### config.mk
export PLATFORM = sky130hd
export DESIGN_NAME = piecewise_linear_table_interp
export DESIGN_NICKNAME = d
export VERILOG_FILES = /design/src/rtl/pli_pkg.sv /design/src/rtl/piecewise_linear_table_interp.sv /design/src/rtl/pli_datapath.sv /design/src/rtl/pli_ctrl.sv
export SDC_FILE = /design/constraint.sdc
export NUM_CORES = 2
export LEC_CHECK = 0
export ABC_AREA = 0
export BUFFER_PORTS_ARGS = -buffer_cell sky130_fd_sc_hd__buf_4
export CAP_MARGIN = 20
export CORE_AREA = 2 2 443 445
export DETAILED_ROUTE_END_ITERATION = 10
export DIE_AREA = 0 0 445 447
export HOLD_SLACK_MARGIN = 0.03
export PLACE_DENSITY = 0.76
export SETUP_SLACK_MARGIN = 0.2
export SYNTH_ARGS = -nofsm -noshare
export SYNTH_HDL_FRONTEND = slang
export SYNTH_SLANG_ARGS = --single-unit
### constraint.sdc
create_clock -name clk_i -period 19.3 [get_ports clk_i]
set_input_delay 0 -clock clk_i [delete_from_list [all_inputs] [get_ports clk_i]]
set_output_delay 0 -clock clk_i [all_outputs]
set_load 0.02 [all_outputs]
### src/rtl/pli_pkg.sv
package pli_pkg;

  localparam int unsigned DATA_W    = 32;
  localparam int unsigned DIV_STEPS = 32;
  localparam int unsigned CNT_W     = 5;
  localparam int unsigned CFG_W     = 5;

  localparam logic [CNT_W-1:0] LAST_STEP = CNT_W'(DIV_STEPS - 1);

  localparam logic MODE_WRITE = 1'b0;
  localparam logic MODE_QUERY = 1'b1;

  typedef struct packed {
    logic                     mode;
    logic [3:0]               entry_index;
    logic signed [DATA_W-1:0] entry_x;
    logic signed [DATA_W-1:0] entry_y;
    logic signed [DATA_W-1:0] query_x;
  } in_item_t;

  typedef struct packed {
    logic signed [DATA_W-1:0] result_y;
    logic                     zero_span_error;
  } out_item_t;

  // controller -> datapath
  typedef struct packed {
    logic wr_entry;
    logic cap_query;
    logic rd_x;
    logic decide;
    logic rd_ya;
    logic rd_yb;
    logic prep;
    logic mul;
    logic div_step;
    logic fin;
  } cmd_t;

  // datapath -> controller
  typedef struct packed {
    logic direct;
  } sts_t;

endpackage

### src/rtl/piecewise_linear_table_interp.sv
// Piecewise linear lookup over a table of up to MAX_POINTS (x, y) breakpoints in
// signed Q16.16, x ascending. Raise start with a beat on item_i while busy is low:
// a write beat (mode 0) stores one breakpoint in the cycle it is taken, gives no
// result and leaves busy low; a query beat (mode 1) returns exactly one result.
// A query holds busy while it scans the breakpoints in use, then ends without the
// divide when the answer is clamped to an end of the table, the chosen segment has
// zero span or does not hold the query, and runs the multiply and divide otherwise.
// The table has one read port and is scanned one breakpoint per cycle; the
// divide is a restoring divider that retires one quotient bit per cycle. The
// result is shown on result_o for one cycle with result_valid_o high, in the
// cycle in which busy falls; the receiver cannot stall it, so sample it then.
// Table entries are undefined until written: write every slot a query can touch
// first. Write points_in_use through cfg_we_i/cfg_wdata_i only while the block
// is idle; counts below 2 act as 2 and counts above MAX_POINTS act as MAX_POINTS.
module piecewise_linear_table_interp #(
  parameter int unsigned MAX_POINTS = 16
) (
  input  logic                          clk_i,
  input  logic                          rst_ni,
  input  logic                          start,
  output logic                          busy,
  input  pli_pkg::in_item_t             item_i,
  input  logic                          cfg_we_i,
  input  logic [pli_pkg::CFG_W-1:0]     cfg_wdata_i,
  output pli_pkg::out_item_t            result_o,
  output logic                          result_valid_o
);

  localparam int unsigned AW = $clog2(MAX_POINTS);

  logic [pli_pkg::CFG_W-1:0] points_q;
  logic [AW-1:0]             last_idx;
  logic [AW-1:0]             rd_addr;
  pli_pkg::cmd_t             cmd;
  pli_pkg::sts_t             sts;

  // points_in_use register
  always_ff @(posedge clk_i or negedge rst_ni) begin
    if (!rst_ni) begin
      points_q <= pli_pkg::CFG_W'(2);
    end else if (cfg_we_i) begin
      points_q <= cfg_wdata_i;
    end
  end

  // index of the last breakpoint in use, count clamped to the legal range
  always_comb begin
    if (points_q < pli_pkg::CFG_W'(2)) begin
      last_idx = AW'(1);
    end else if (32'(points_q) > 32'(MAX_POINTS)) begin
      last_idx = AW'(MAX_POINTS - 1);
    end else begin
      last_idx = AW'(points_q - pli_pkg::CFG_W'(1));
    end
  end

  pli_ctrl #(
    .AW(AW)
  ) u_ctrl (
    .clk_i     (clk_i),
    .rst_ni    (rst_ni),
    .start_i   (start),
    .mode_i    (item_i.mode),
    .last_idx_i(last_idx),
    .sts_i     (sts),
    .cmd_o     (cmd),
    .rd_addr_o (rd_addr),
    .busy_o    (busy),
    .done_o    (result_valid_o)
  );

  pli_datapath #(
    .MAX_POINTS(MAX_POINTS)
  ) u_datapath (
    .clk_i     (clk_i),
    .rst_ni    (rst_ni),
    .cmd_i     (cmd),
    .item_i    (item_i),
    .rd_addr_i (rd_addr),
    .last_idx_i(last_idx),
    .sts_o     (sts),
    .result_o  (result_o)
  );

endmodule

### src/rtl/pli_datapath.sv
module pli_datapath #(
  parameter int unsigned MAX_POINTS = 16,
  localparam int unsigned AW = $clog2(MAX_POINTS)
) (
  input  logic                clk_i,
  input  logic                rst_ni,
  input  pli_pkg::cmd_t       cmd_i,
  input  pli_pkg::in_item_t   item_i,
  input  logic [AW-1:0]       rd_addr_i,
  input  logic [AW-1:0]       last_idx_i,
  output pli_pkg::sts_t       sts_o,
  output pli_pkg::out_item_t  result_o
);

  // breakpoint storage
  logic signed [31:0] x_mem [MAX_POINTS];
  logic signed [31:0] y_mem [MAX_POINTS];

  logic               wr_ok;
  logic [AW-1:0]      wr_addr;
  logic [AW-1:0]      y_addr;

  logic signed [31:0] rdx_q;
  logic signed [31:0] rdy_q;
  logic [AW-1:0]      rdx_idx_q;
  logic               chk_q;

  logic signed [31:0] q_q;
  logic signed [31:0] prev_q;
  logic signed [31:0] xfirst_q;
  logic signed [31:0] xlast_q;
  logic signed [31:0] xs0_q;
  logic signed [31:0] xs1_q;
  logic               match_q;
  logic [AW-1:0]      seg_q;

  logic               clamp_q;
  logic [AW-1:0]      ya_q;
  logic [AW-1:0]      yb_q;
  logic signed [31:0] x0_q;
  logic signed [31:0] x1_q;
  logic signed [31:0] y0_q;

  logic [31:0]        dx_q;
  logic [31:0]        t_q;
  logic [31:0]        mag_q;
  logic               neg_q;
  logic [31:0]        rem_q;
  logic [31:0]        quo_q;

  logic signed [31:0] res_q;
  logic               err_q;

  logic               span_zero;
  logic               outside;
  logic               direct;
  logic [32:0]        dx_full;
  logic [32:0]        t_full;
  logic [32:0]        dy_full;
  logic [32:0]        mag_full;
  logic [63:0]        prod;
  logic [32:0]        trial;
  logic [32:0]        diff;
  logic               ge;
  logic [33:0]        ysum;
  logic [31:0]        ysat;

  assign wr_ok   = ({28'd0, item_i.entry_index} < 32'(MAX_POINTS));
  assign wr_addr = AW'(item_i.entry_index);
  assign y_addr  = cmd_i.rd_yb ? yb_q : ya_q;

  always_ff @(posedge clk_i) begin
    if (cmd_i.wr_entry && wr_ok) begin
      x_mem[wr_addr] <= item_i.entry_x;
      y_mem[wr_addr] <= item_i.entry_y;
    end
    if (cmd_i.rd_x) begin
      rdx_q <= x_mem[rd_addr_i];
    end
    if (cmd_i.rd_ya || cmd_i.rd_yb) begin
      rdy_q <= y_mem[y_addr];
    end
  end

  always_ff @(posedge clk_i or negedge rst_ni) begin
    if (!rst_ni) begin
      chk_q <= 1'b0;
    end else begin
      chk_q <= cmd_i.rd_x;
    end
  end

  assign span_zero = (x0_q == x1_q);
  assign outside   = (q_q < x0_q) || (q_q > x1_q);
  assign direct    = clamp_q || span_zero || outside;

  assign dx_full  = {x1_q[31], x1_q} - {x0_q[31], x0_q};
  assign t_full   = {q_q[31], q_q} - {x0_q[31], x0_q};
  assign dy_full  = {rdy_q[31], rdy_q} - {y0_q[31], y0_q};
  assign mag_full = dy_full[32] ? (33'd0 - dy_full) : dy_full;

  assign prod = 64'(mag_q) * 64'(t_q);

  // one restoring step: the high half stays below the divisor throughout
  assign trial = {rem_q, quo_q[31]};
  assign diff  = trial - {1'b0, dx_q};
  assign ge    = (trial >= {1'b0, dx_q});

  assign ysum = neg_q ? ({{2{y0_q[31]}}, y0_q} - {2'b00, quo_q})
                      : ({{2{y0_q[31]}}, y0_q} + {2'b00, quo_q});

  always_comb begin
    if ((ysum[33:31] == 3'b000) || (ysum[33:31] == 3'b111)) begin
      ysat = ysum[31:0];
    end else if (ysum[33]) begin
      ysat = 32'h8000_0000;
    end else begin
      ysat = 32'h7FFF_FFFF;
    end
  end

  always_ff @(posedge clk_i) begin
    if (cmd_i.rd_x) begin
      rdx_idx_q <= rd_addr_i;
    end
    if (cmd_i.cap_query) begin
      q_q     <= item_i.query_x;
      match_q <= 1'b0;
    end
    // scan one breakpoint per cycle; the last matching segment wins
    if (chk_q) begin
      if (rdx_idx_q == '0) begin
        xfirst_q <= rdx_q;
      end else if ((q_q >= prev_q) && (q_q <= rdx_q)) begin
        match_q <= 1'b1;
        seg_q   <= rdx_idx_q - AW'(1);
        xs0_q   <= prev_q;
        xs1_q   <= rdx_q;
      end
      prev_q <= rdx_q;
      if (rdx_idx_q == last_idx_i) begin
        xlast_q <= rdx_q;
      end
    end
    if (cmd_i.decide) begin
      if (q_q > xlast_q) begin
        clamp_q <= 1'b1;
        ya_q    <= last_idx_i;
      end else if (q_q < xfirst_q) begin
        clamp_q <= 1'b1;
        ya_q    <= '0;
      end else begin
        clamp_q <= 1'b0;
        if (match_q) begin
          ya_q <= seg_q;
          yb_q <= seg_q + AW'(1);
          x0_q <= xs0_q;
          x1_q <= xs1_q;
        end else begin
          ya_q <= '0;
          yb_q <= last_idx_i;
          x0_q <= xfirst_q;
          x1_q <= xlast_q;
        end
      end
    end
    if (cmd_i.rd_yb) begin
      y0_q <= rdy_q;
    end
    if (cmd_i.prep) begin
      if (direct) begin
        res_q <= y0_q;
        err_q <= !clamp_q && span_zero;
      end else begin
        dx_q  <= dx_full[31:0];
        t_q   <= t_full[31:0];
        mag_q <= mag_full[31:0];
        neg_q <= dy_full[32];
      end
    end
    if (cmd_i.mul) begin
      rem_q <= prod[63:32];
      quo_q <= prod[31:0];
    end
    if (cmd_i.div_step) begin
      rem_q <= ge ? diff[31:0] : trial[31:0];
      quo_q <= {quo_q[30:0], ge};
    end
    if (cmd_i.fin) begin
      res_q <= ysat;
      err_q <= 1'b0;
    end
  end

  assign sts_o.direct = direct;

  assign result_o.result_y        = res_q;
  assign result_o.zero_span_error = err_q;

endmodule

### src/rtl/pli_ctrl.sv
module pli_ctrl #(
  parameter int unsigned AW = 4
) (
  input  logic           clk_i,
  input  logic           rst_ni,
  input  logic           start_i,
  input  logic           mode_i,
  input  logic [AW-1:0]  last_idx_i,
  input  pli_pkg::sts_t  sts_i,
  output pli_pkg::cmd_t  cmd_o,
  output logic [AW-1:0]  rd_addr_o,
  output logic           busy_o,
  output logic           done_o
);

  typedef enum logic [3:0] {
    S_IDLE,
    S_SWEEP,
    S_DRAIN,
    S_DECIDE,
    S_YA,
    S_YB,
    S_PREP,
    S_MUL,
    S_DIV,
    S_FIN
  } state_e;

  state_e                      state_q;
  logic [AW-1:0]               k_q;
  logic [pli_pkg::CNT_W-1:0]   cnt_q;
  logic                        done_q;

  always_ff @(posedge clk_i or negedge rst_ni) begin
    if (!rst_ni) begin
      state_q <= S_IDLE;
      k_q     <= '0;
      cnt_q   <= '0;
      done_q  <= 1'b0;
    end else begin
      done_q <= 1'b0;
      case (state_q)
        S_IDLE: begin
          if (start_i && (mode_i == pli_pkg::MODE_QUERY)) begin
            k_q     <= '0;
            state_q <= S_SWEEP;
          end
        end
        S_SWEEP: begin
          k_q <= k_q + AW'(1);
          if (k_q == last_idx_i) begin
            state_q <= S_DRAIN;
          end
        end
        S_DRAIN:  state_q <= S_DECIDE;
        S_DECIDE: state_q <= S_YA;
        S_YA:     state_q <= S_YB;
        S_YB:     state_q <= S_PREP;
        S_PREP: begin
          if (sts_i.direct) begin
            done_q  <= 1'b1;
            state_q <= S_IDLE;
          end else begin
            state_q <= S_MUL;
          end
        end
        S_MUL: begin
          cnt_q   <= '0;
          state_q <= S_DIV;
        end
        S_DIV: begin
          cnt_q <= cnt_q + pli_pkg::CNT_W'(1);
          if (cnt_q == pli_pkg::LAST_STEP) begin
            state_q <= S_FIN;
          end
        end
        S_FIN: begin
          done_q  <= 1'b1;
          state_q <= S_IDLE;
        end
        default: state_q <= S_IDLE;
      endcase
    end
  end

  always_comb begin
    cmd_o = '0;
    case (state_q)
      S_IDLE: begin
        cmd_o.wr_entry  = start_i && (mode_i == pli_pkg::MODE_WRITE);
        cmd_o.cap_query = start_i && (mode_i == pli_pkg::MODE_QUERY);
      end
      S_SWEEP:  cmd_o.rd_x     = 1'b1;
      S_DECIDE: cmd_o.decide   = 1'b1;
      S_YA:     cmd_o.rd_ya    = 1'b1;
      S_YB:     cmd_o.rd_yb    = 1'b1;
      S_PREP:   cmd_o.prep     = 1'b1;
      S_MUL:    cmd_o.mul      = 1'b1;
      S_DIV:    cmd_o.div_step = 1'b1;
      S_FIN:    cmd_o.fin      = 1'b1;
      default:  cmd_o = '0;
    endcase
  end

  assign rd_addr_o = k_q;
  assign busy_o    = (state_q != S_IDLE);
  assign done_o    = done_q;

endmodule

==> out/results.ini <==
[sta]
min_period_over_period_pct=47.39
rsz0062_at_grt=false
fmax_ghz=0.1093
slew_viol_final=0
slew-limit-headroom_pct=23.34
fin_crit_ns=9.147
worstMarginPinSlew_ns=1.150
hold_violations=0
setup_viol=0
fin_setup_tns_ns=0
clock_skew_ns=0.03495

[job]
maxCapViolCount=0

[layout]
final_nets=10340
syn_to_final_growth_pct=10.41
register_area_um2=48180
drive_gt1_share_pct=9.647
largestRegisters=u_datapath.x_mem: 512 flops, u_datapath.y_mem: 512 flops
multi_input_area_um2=52390
fillers=14603

[clocking]
cts_setup_buffers=0
cts_sinks=1608
cts_root_buf=clkbuf_16
cts_made_buffers=151
cts_tree=built
clk-insertion-delay-late_ns=0.81
ctsHoldBuffers=193
clk_path_buf_depth=3
ctsResizeCount=0
clkTransAtPathRegs_ns=0.07
htreeDepth=4

[route]
routed-via-count=67389
routedWlPerCell_um=23.14
first_pass_iters=6
ant_nets=0
wl_um=263900
viasPerCell=5.907
drt-initial-drc-count=6609
drc=0

[global_route]
grt_use_total_pct=27.03
overflow=0
grt_max_degree=129
first_global_vias=71155
grt_pass1_wl_um=414000
grt_antenna_before_repair=12

[yosys]
synth_top_area_share_pct=44.75
ys_warn_count=0
yosys-top-cells-area=edfxtp_1 (45%), fa_1 (17%), ha_1 (6.9%)
syn_area_per_cell_um2=12.48
synth_area_leader_cell=edfxtp_1
ys_async_sr_fraction_pct=1.244
synth_edf_count=1586
syn-num-nets=10127
ys_ff_latch=1608
synth_cells=8526
synth_ff_type=edfxtp_1
ys_seq_area_share_pct=45.26
synthDistinctLibCells=102
syn_area_um2=106400

[floorplan]
rows=162
core_um2=194200
ios=145
die_h_um=447
die_w_um=445
dieArea_um2=198900
start_util_pct=54.81

[worst_setup_path]
critPathLaunchType=register
critical_path_required_ns=19.80
path_class=reg -> reg
cp.arrival_ns=9.64
reg2reg_from=u_datapath.t_q[3]$_DFFE_PP_
crit_start=u_datapath.t_q[3]$_DFFE_PP_
crit_path_max_incr_delay_ns=1.10
end_kind=register
critPathSlowestCell=edfxtp_1
path_buf_inv=6
path_max_fanout=32
r2r_cells=27
cp-endpoint=u_datapath.rem_q[23]$_DFFE_PP_
reg2reg_slack_ns=10.15
cp_common_cell=fa_1
cp.depth=27
timing.rr.end=u_datapath.rem_q[23]$_DFFE_PP_
crit_family=adder cells

[outcome]
status=completed

[placed_design]
place_congestion=1.005
dp_hpwl_um=179900
portBuffers=144

[hold_path]
hold_class=in -> reg

[layout by cell type (no fill, tap or decap), types with 42 or more instances in the layout]
master | netlist | routed
o21ai_0 | 267 | 267
nor2b_1 | 53 | 53
mux4_2 | 288 | 288
nand2_1 | 808 | 807
a211oi_1 | 73 | 73
nand3_1 | 60 | 60
and2_1 | 609 | 609
nor2_1 | 256 | 241
nand4_1 | 74 | 74
inv_1 | 1219 | 1217
fa_1 | 901 | 901
ha_1 | 590 | 590
a31oi_1 | 69 | 68
dlygate4sd3_1 | 0 | 193
edfxtp_1 | 1586 | 1586
a21oi_1 | 314 | 314
nand2b_1 | 42 | 42
nor3_1 | 62 | 57
buf_4 | 4 | 244
xor2_1 | 92 | 92
a21o_1 | 157 | 157
clkbuf_16 | 0 | 156
xnor2_1 | 174 | 174
o21a_1 | 46 | 46
[synth_stat cells (174+ instances only)]
cell type,number
and2_1,609
xnor2_1,174
nand2_1,808
edfxtp_1,1586
nor2_1,256
fa_1,901
a21oi_1,314
clkbuf_1,345
inv_1,1219
o21ai_0,267
ha_1,590
mux4_2,288
[worst register-to-register path: stages, from the launching register on]
cell	delay, ns
edfxtp_1	1.10
and2_1	0.29
fa_1	0.44
inv_1	0.08
fa_1	0.44
fa_1	0.50
fa_1	0.55
inv_1	0.06
fa_1	0.52
inv_1	0.06
fa_1	0.53
inv_1	0.05
fa_1	0.49
inv_1	0.05
fa_1	0.48
inv_1	0.05
ha_1	0.35
a21oi_1	0.21
o21bai_1	0.11
a21o_1	0.19
nand4b_1	0.21
a21oi_1	0.61
a2bb2oi_1	0.34
nand2_1	0.20
a21oi_1	0.45
o21ai_0	0.21
xnor2_1	0.19
a21boi_0	0.10
[final cells by class]
type / instances / share of cell area, %
well taps: 2542 / 2.707
clock buffers: 195 / 3.464
multi-input cells: 5304 / 44.59
flip-flops and latches: 1608 / 41.00
clock inverters: 82 / 0.7688
inverters: 1219 / 3.894
diodes: 3 / 0.006389
repair buffers: 455 / 3.571
[stage by stage]
step	util [%]	hold WS [ns]	worst slack (ns)	cell area [µm²]	cells
after floorplan	-	-0.2956	9.924	106400	8526
after global placement	56.75	-0.09962	10.40	110200	10919
after detailed placement	56.82	-0.09194	10.26	110300	10925
after CTS	60.38	0.03032	10.26	117200	11395
after global routing	60.52	0.05583	9.815	117500	11408
final	60.52	0.07738	10.15	117500	11408
[how the worst min path moves through the flow]
stage | slack, ns | cells after the start | endpoint | from
global route | 0.06 | 3 | points_q[2]$_DFFE_PN0P_ | cfg_wdata_i[2]
global placement | -0.1 | 1 | u_ctrl.rd_addr_o[1]$_DFFE_PN0P_ | rst_ni
detailed placement | -0.09 | 1 | u_ctrl.rd_addr_o[1]$_DFFE_PN0P_ | rst_ni
CTS | 0.03 | 3 | points_q[0]$_DFFE_PN0P_ | cfg_we_i
floorplan | -0.30 | 0 | points_q[0]$_DFFE_PN0P_ | rst_ni
finish | 0.08 | 2 | u_datapath.y_mem[12][13]$_DFFE_PP_ | item_i[45]
[metal layers]
metal	track usage, %	vias to the layer above	share of wire [%]
met2	45.92	2969	50
met4	9.701	18	3.8
met1	35.56	34143	39
li1	-	29687	-
met5	0	-	0.041
met3	3.993	572	7.1
[cells by family after synthesis]
logic type / after synthesis / share of synthesized area (%)
buffers and inverters: 1614 / 5.750
flip-flops: 1608 / 45.26
AO/OA/AOI/OAI: 1135 / 6.735
AND/OR/NAND/NOR: 2099 / 9.844
XOR/XNOR: 266 / 2.189
adder cells (fa/ha/maj): 1491 / 23.88
multiplexers: 313 / 6.339
Power is left out: the tool's default activity adds up to more than one toggle a clock period on the data nets, which glitch-free logic cannot reach.
